===== config.mk =====
export PLATFORM = sky130hd
export DESIGN_NAME = tcrb_ctrl
export DESIGN_NICKNAME = d
export VERILOG_FILES = /design/src/sv/tcrb_pkg.sv /design/src/sv/tcrb_ctrl.sv
export VERILOG_INCLUDE_DIRS = /design/src /design/src/sv
export SDC_FILE = /design/constraint.sdc
export NUM_CORES = 1
export LEC_CHECK = 0
export BUFFER_PORTS_ARGS = -buffer_cell sky130_fd_sc_hd__buf_2
export CAP_MARGIN = 20
export CORE_MARGIN = 10
export CORE_UTILIZATION = 50
export CTS_CLUSTER_SIZE = 28
export DETAILED_ROUTE_END_ITERATION = 12
export PLACE_DENSITY = 0.77
export SKIP_LAST_GASP = 1
export SYNTH_ARGS = -nofsm -noshare
export SYNTH_HDL_FRONTEND = slang
export SYNTH_SLANG_ARGS = --single-unit

===== constraint.sdc =====
create_clock -name clk_i -period 2.8 [get_ports clk_i]
set_clock_uncertainty 0.2 [all_clocks]
set_input_delay 0 -clock clk_i [delete_from_list [all_inputs] [get_ports clk_i]]
set_output_delay 0 -clock clk_i [all_outputs]
set_load 0.02 [all_outputs]

===== src/sv/assert_macros.svh =====
// assertion helpers
`ifndef ASSERT_MACROS_SVH
`define ASSERT_MACROS_SVH

`define ASSERT_CLK(lbl, prop, msg) \
  lbl: assert property (@(posedge clk_i) disable iff (!rst_ni) (prop)) else $error(msg);

`define ASSERT_NEXT(lbl, a, b, msg) \
  lbl: assert property (@(posedge clk_i) disable iff (!rst_ni) (a) |=> (b)) else $error(msg);

`endif


===== src/sv/tcrb_pkg.sv =====
package tcrb_pkg;

  localparam int unsigned DataW  = 8;
  localparam int unsigned StampW = 32;
  localparam int unsigned LenW   = 12;

  typedef enum logic [1:0] {
    CMD_WRITE  = 2'd0,
    CMD_READ   = 2'd1,
    CMD_STATUS = 2'd2,
    CMD_OTHER  = 2'd3
  } cmd_e;

  typedef enum logic [1:0] {
    ST_DONE   = 2'd0,
    ST_FULL   = 2'd1,
    ST_EMPTY  = 2'd2,
    ST_UNUSED = 2'd3
  } status_e;

  typedef enum logic [3:0] {
    S_IDLE,
    S_WDATA,
    S_WHDR,
    S_RHDR,
    S_RWAIT,
    S_RLOAD,
    S_RDATA,
    S_RDWAIT,
    S_RDDONE,
    S_SHDR,
    S_SWAIT,
    S_SLOAD,
    S_OUT
  } state_e;

  typedef struct packed {
    logic       take_item;
    logic       mem_we;
    logic [1:0] addr_sel;
    logic [3:0] hdr_idx;
    logic       wr_data;
    logic       wr_commit;
    logic       hdr_cap;
    logic       rd_load;
    logic       rd_pop;
    logic       st_load;
    logic       set_status;
    status_e    status;
    logic       out_load;
  } cmd_t;

  typedef struct packed {
    logic    full;
    logic    empty;
    logic    loaded;
    logic    commit_now;
    logic    write_open;
    logic    hdr_last;
    cmd_e    cmd;
  } stat_t;

  localparam logic [1:0] ASEL_HDR  = 2'd0;
  localparam logic [1:0] ASEL_WDAT = 2'd1;
  localparam logic [1:0] ASEL_RDAT = 2'd2;
  localparam logic [1:0] ASEL_THDR = 2'd3;

endpackage


===== src/sv/tcrb_ctrl.sv =====
module tcrb_ctrl (
  input  logic             clk_i,
  input  logic             rst_ni,
  input  logic             in_valid_i,
  output logic             in_ready_o,
  output logic             out_valid_o,
  input  logic             out_ready_i,
  input  tcrb_pkg::stat_t  stat_i,
  output tcrb_pkg::cmd_t   cmd_o
);
  import tcrb_pkg::*;
  `include "assert_macros.svh"

  state_e     state_q, state_d;
  logic [3:0] cnt_q, cnt_d;
  logic       ovalid_q, ovalid_d;

  always_ff @(posedge clk_i or negedge rst_ni) begin
    if (!rst_ni) begin
      state_q  <= S_IDLE;
      cnt_q    <= '0;
      ovalid_q <= 1'b0;
    end else begin
      state_q  <= state_d;
      cnt_q    <= cnt_d;
      ovalid_q <= ovalid_d;
    end
  end

  assign out_valid_o = ovalid_q;
  assign in_ready_o  = (state_q == S_IDLE);

  // next state
  always_comb begin
    state_d  = state_q;
    cnt_d    = cnt_q;
    ovalid_d = ovalid_q && !out_ready_i;
    case (state_q)
      S_IDLE: begin
        if (in_valid_i) begin
          cnt_d = '0;
          case (stat_i.cmd)
            CMD_WRITE: state_d = S_WDATA;
            CMD_READ:  state_d = S_RHDR;
            default:   state_d = S_SHDR;
          endcase
        end
      end
      S_WDATA: begin
        if (!stat_i.write_open && stat_i.full) state_d = S_OUT;
        else if (stat_i.commit_now) state_d = S_WHDR;
        else state_d = S_OUT;
      end
      S_WHDR: begin
        cnt_d = cnt_q + 4'd1;
        if (stat_i.hdr_last) state_d = S_OUT;
      end
      S_RHDR: begin
        if (stat_i.loaded) state_d = S_RDATA;
        else if (stat_i.empty) state_d = S_OUT;
        else state_d = S_RWAIT;
      end
      S_RWAIT: begin
        cnt_d = cnt_q + 4'd1;
        state_d = S_RLOAD;
      end
      S_RLOAD: begin
        if (cnt_q == 4'd6) state_d = S_RDATA;
        else state_d = S_RWAIT;
      end
      S_RDATA:  state_d = S_RDWAIT;
      S_RDWAIT: state_d = S_RDDONE;
      S_RDDONE: state_d = S_OUT;
      S_SHDR: begin
        if (stat_i.empty || stat_i.loaded) state_d = S_OUT;
        else state_d = S_SWAIT;
      end
      S_SWAIT: begin
        cnt_d = cnt_q + 4'd1;
        state_d = S_SLOAD;
      end
      S_SLOAD: begin
        if (cnt_q == 4'd4) state_d = S_OUT;
        else state_d = S_SWAIT;
      end
      S_OUT: begin
        if (!ovalid_q || out_ready_i) begin
          ovalid_d = 1'b1;
          state_d  = S_IDLE;
        end
      end
      default: state_d = S_IDLE;
    endcase
  end

  // outputs
  always_comb begin
    cmd_o = '0;
    cmd_o.status = ST_DONE;
    cmd_o.hdr_idx = cnt_q;
    case (state_q)
      S_IDLE:  cmd_o.take_item = in_valid_i;
      S_WDATA: begin
        if (!stat_i.write_open && stat_i.full) begin
          cmd_o.set_status = 1'b1;
          cmd_o.status = ST_FULL;
        end else begin
          cmd_o.addr_sel = ASEL_WDAT;
          cmd_o.mem_we = 1'b1;
          cmd_o.wr_data = 1'b1;
        end
      end
      S_WHDR: begin
        cmd_o.addr_sel = ASEL_HDR;
        cmd_o.mem_we = 1'b1;
        cmd_o.wr_commit = stat_i.hdr_last;
      end
      S_RHDR: begin
        if (!stat_i.loaded && stat_i.empty) begin
          cmd_o.set_status = 1'b1;
          cmd_o.status = ST_EMPTY;
        end
        cmd_o.addr_sel = ASEL_THDR;
      end
      S_RWAIT: cmd_o.addr_sel = ASEL_THDR;
      S_RLOAD: begin
        cmd_o.addr_sel = ASEL_THDR;
        cmd_o.hdr_cap = 1'b1;
        cmd_o.rd_load = (cnt_q == 4'd6);
      end
      S_RDATA:  cmd_o.addr_sel = ASEL_RDAT;
      S_RDWAIT: cmd_o.addr_sel = ASEL_RDAT;
      S_RDDONE: cmd_o.rd_pop = 1'b1;
      S_SHDR:   cmd_o.addr_sel = ASEL_THDR;
      S_SWAIT:  cmd_o.addr_sel = ASEL_THDR;
      S_SLOAD: begin
        cmd_o.addr_sel = ASEL_THDR;
        cmd_o.hdr_cap = 1'b1;
        cmd_o.st_load = (cnt_q == 4'd4);
      end
      S_OUT: cmd_o.out_load = !ovalid_q || out_ready_i;
      default: ;
    endcase
  end

  `ASSERT_NEXT(a_take_leaves_idle, in_valid_i && in_ready_o, state_q != S_IDLE,
               "item taken but still idle")
  `ASSERT_CLK(a_we_only_write, !cmd_o.mem_we || state_q == S_WDATA || state_q == S_WHDR,
              "store written outside a write")
  `ASSERT_NEXT(a_out_load_valid, cmd_o.out_load, out_valid_o, "result lost")
endmodule


==> results.py <==
metrics = {
    "power": {
        "netSwitchingFraction_pct": 51.5,
        "p_leak_nw": 0.549,
        "power_density_nw_per_um2": 1040,
        "power_frac_seq_pct": 26.7,
        "power_frac_clock_pct": 8.7,
        "pwr-share-comb_pct": 64.6,
        "ir_worst_vdd_v": 0.000833,
        "cell_internal_pwr_mw": 0.553,
        "p_sw_mw": 0.587,
    },
    "global_route": {
        "grt_max_degree": 29,
        "grt_pass1_wl_mm": 3.73,
        "grt_pass1_vias": 820,
        "gr-total-overflow": 0,
        "grt_use_total_pct": 13.2,
        "antenna_found_initial": 0,
    },
    "clocking": {
        "cts.sinks": 9,
        "clock_path_buffers": 2,
        "cts_tree": "done",
        "cts_root_buf": "clkbuf_4",
        "cts_max_level": 1,
        "clk_latency_ns": 0.26,
        "path_clk_slew_ns": 0.06,
        "cts_buffers": 3,
        "cts_setup_buffers": 0,
        "cts_resized": 0,
    },
    "floorplan": {
        "die_h_um": 61.4,
        "row_count": 14,
        "core_area_um2": 1560,
        "die_area_um2": 3770,
        "ioPinCount": 32,
        "die_w_um": 61.4,
        "initial_core_util_pct": 55.0,
    },
    "detailed_routing": {
        "vias": 911,
        "vias_per_cell": 5.84,
        "wire_per_inst_um": 15.3,
        "firstDrtPassIters": 4,
        "finalWirelength_mm": 2.39,
        "drc": 0,
        "ant_nets": 0,
        "first_iter_violations": 26,
    },
    "layout": {
        "syn_to_final_growth_pct": 27.6,
        "final_area_um2": 1090,
        "drive_above_1_share_pct": 32.9,
        "fin_nets": 156,
        "antennaDiodeCount": 0,
    },
    "sta": {
        "fin_tns_setup_ns": 0,
        "max_freq_mhz": 401,
        "setup_viol": 0,
        "min_period_over_period_pct": 89.0,
        "hold_violations": 0,
        "slew_viol_final": 0,
        "fin_ws_ns": 0.308,
        "post-route-min-period_ns": 2.49,
        "worst_pin_slew_ns": 0.784,
        "rsz0062_at_grt": "false",
        "max_slew_margin_pct": 47.7,
    },
    "setup_path": {
        "arrival_ns": 2.50,
        "r2r-start": "state_q[1]",
        "start_kind": "register",
        "crit_required_ns": 2.80,
        "worstPathMaxFanout": 28,
        "setup.worst_path.start": "state_q[1]",
        "endpoint_kind": "register",
        "worstSetupPathType": "register to register",
    },
    "synthesis": {
        "synthAdderAreaFrac_pct": 4.38,
        "avgSynthCellArea_um2": 8.16,
        "async_flop_share_pct": 100,
        "synth_xor_area_share_pct": 2.04,
        "syn_nets": 120,
        "synth_area_leaders": "dfrtp_1 (26%), nand2b_1 (5.1%), ha_1 (4.4%)",
        "ys_ff_latch": 9,
        "yosys_warnings": 0,
        "synth_top_family_by_area": "simple AND/OR/NAND/NOR gates",
        "synthSimpleGateAreaFrac_pct": 28.6,
        "synth_top_cell_by_area": "dfrtp_1",
        "netlist_area_um2": 857,
        "synth_edf_count": 0,
        "synth_mux_area_share_pct": 5.11,
        "synth.distinct_cells": 41,
        "synth_top_flop_cell": "dfrtp_1",
        "yosysSeqAreaShare_pct": 26.3,
        "synth_compound_area_share_pct": 26.3,
        "syn_inst": 105,
        "synth_top_area_share_pct": 26.3,
    },
    "placement": {
        "place_ws_ns": 0.790,
        "gp_congestion": 0.901,
        "post_dp_cell_area_um2": 1010,
        "port_buffers": 31,
        "dp_hpwl_mm": 1.84,
    },
    "run": {
        "maxCapViolCount": 0,
    },
    "hold_path": {
        "min_from": "stat_i[5]",
        "hp-class": "primary input to register",
    },
    "outcome": {
        "status": "completed",
    },
}
-- synthesized netlist by cell type (4+ instances only) --
master	number
a21oi_1	6
buf_2	5
dfrtp_1	9
inv_1	8
nand2_1	4
nand2b_1	7
nor2_1	8
o21ai_0	5
-- kinds of logic (layout without fill, tap and decap cells) --
| logic type | Yosys count | in the layout |
|---|---|---|
| simple gates | 41 | 41 |
| compound gates | 31 | 31 |
| buf+inv | 15 | 50 |
| flops | 9 | 9 |
| mux | 4 | 4 |
| fa+ha+maj | 3 | 3 |
| xor+xnor | 2 | 2 |
-- cell type report --
cell class | instances | area (µm²)
multi-input combinational | 81 | 569
fill | 130 | 465
sequential | 9 | 225
timing repair buffer | 38 | 223
inverter | 8 | 30.0
clock buffer | 4 | 26.3
tap | 16 | 20.0
-- power by group through the flow --
stage | sequential, mW | combinational, mW | clock (mW)
floorplan | 0.275 | 0.547 | 0
global placement | 0.299 | 0.713 | 0
detailed placement | 0.304 | 0.715 | 0
CTS | 0.302 | 0.737 | 0.103
global route | 0.323 | 0.797 | 0.110
finish | 0.304 | 0.737 | 0.0988
-- routing by layer --
metal  GRT usage (%)  wire, µm  part of all wire (%)
met5               0         0                     0
met4            3.50        10                  0.42
met3            5.76       170                   7.1
met2            22.3      1210                    51
met1            14.7       996                    42
-- per-stage QoR --
step	utilization, %	power, mW	std cells	hold slack (ns)
3_5_place_dp	64.6	1.02	146	-0.344
6_report	70.1	1.14	156	0.0326
5_1_grt	70.1	1.23	156	0.0361
4_1_cts	70.1	1.14	156	0.0236
2_1_floorplan	-	0.822	105	-0.496
3_3_place_gp	64.6	1.01	146	-0.343
-- cells in the final DEF, fill, tap and decap left out, types with 2 or more instances in the layout --
master,Yosys,routed
a21oi_1,6,6
a21oi_2,2,2
a311oi_1,3,3
and3_1,3,3
buf_2,5,31
clkbuf_4,0,3
dfrtp_1,9,9
dlygate4sd3_1,0,6
ha_1,3,3
inv_1,8,8
mux2_2,3,3
nand2_1,4,4
nand2b_1,7,7
nand3b_1,2,2
nor2_1,8,8
nor2b_1,2,2
nor3_1,3,3
nor4_1,3,3
o211ai_1,2,2
o21a_1,2,2
o21ai_0,5,5
or2_1,2,2
xor2_1,2,2
-- sequential cells by signal, indices dropped and copies added, names as in the netlist --
name and cells:
cnt_q 4, state_q 4, out_valid_o 1
-- critical path: stages (launching register included) --
cell,delay (ns)
dfrtp_1,0.67
or4b_1,0.63
a21oi_1,0.16
a311oi_1,0.07
o21ai_1,0.16
dlygate4sd3_1,0.55
-- path summary, 6_finish.rpt --
path                       slack [ns]          end  depth (start not counted)
setup / recovery                 0.31   state_q[1]                          5
min in group asynchronous        0.52   state_q[1]                          3
hold / removal                   0.03   state_q[3]                          4
max in group asynchronous        1.59   state_q[3]                          3
hold reg to reg                  0.36  out_valid_o                          2
setup reg to reg                 0.31   state_q[1]                          5
-- timing repair --
item / 4_1_cts / 5_1_grt
hold endpoints to repair: 14 / 0
endpoints found under the setup margin: 0 / 0
hold buffers: 6 / 0
Note: power is estimated with default switching activity, not from simulation.
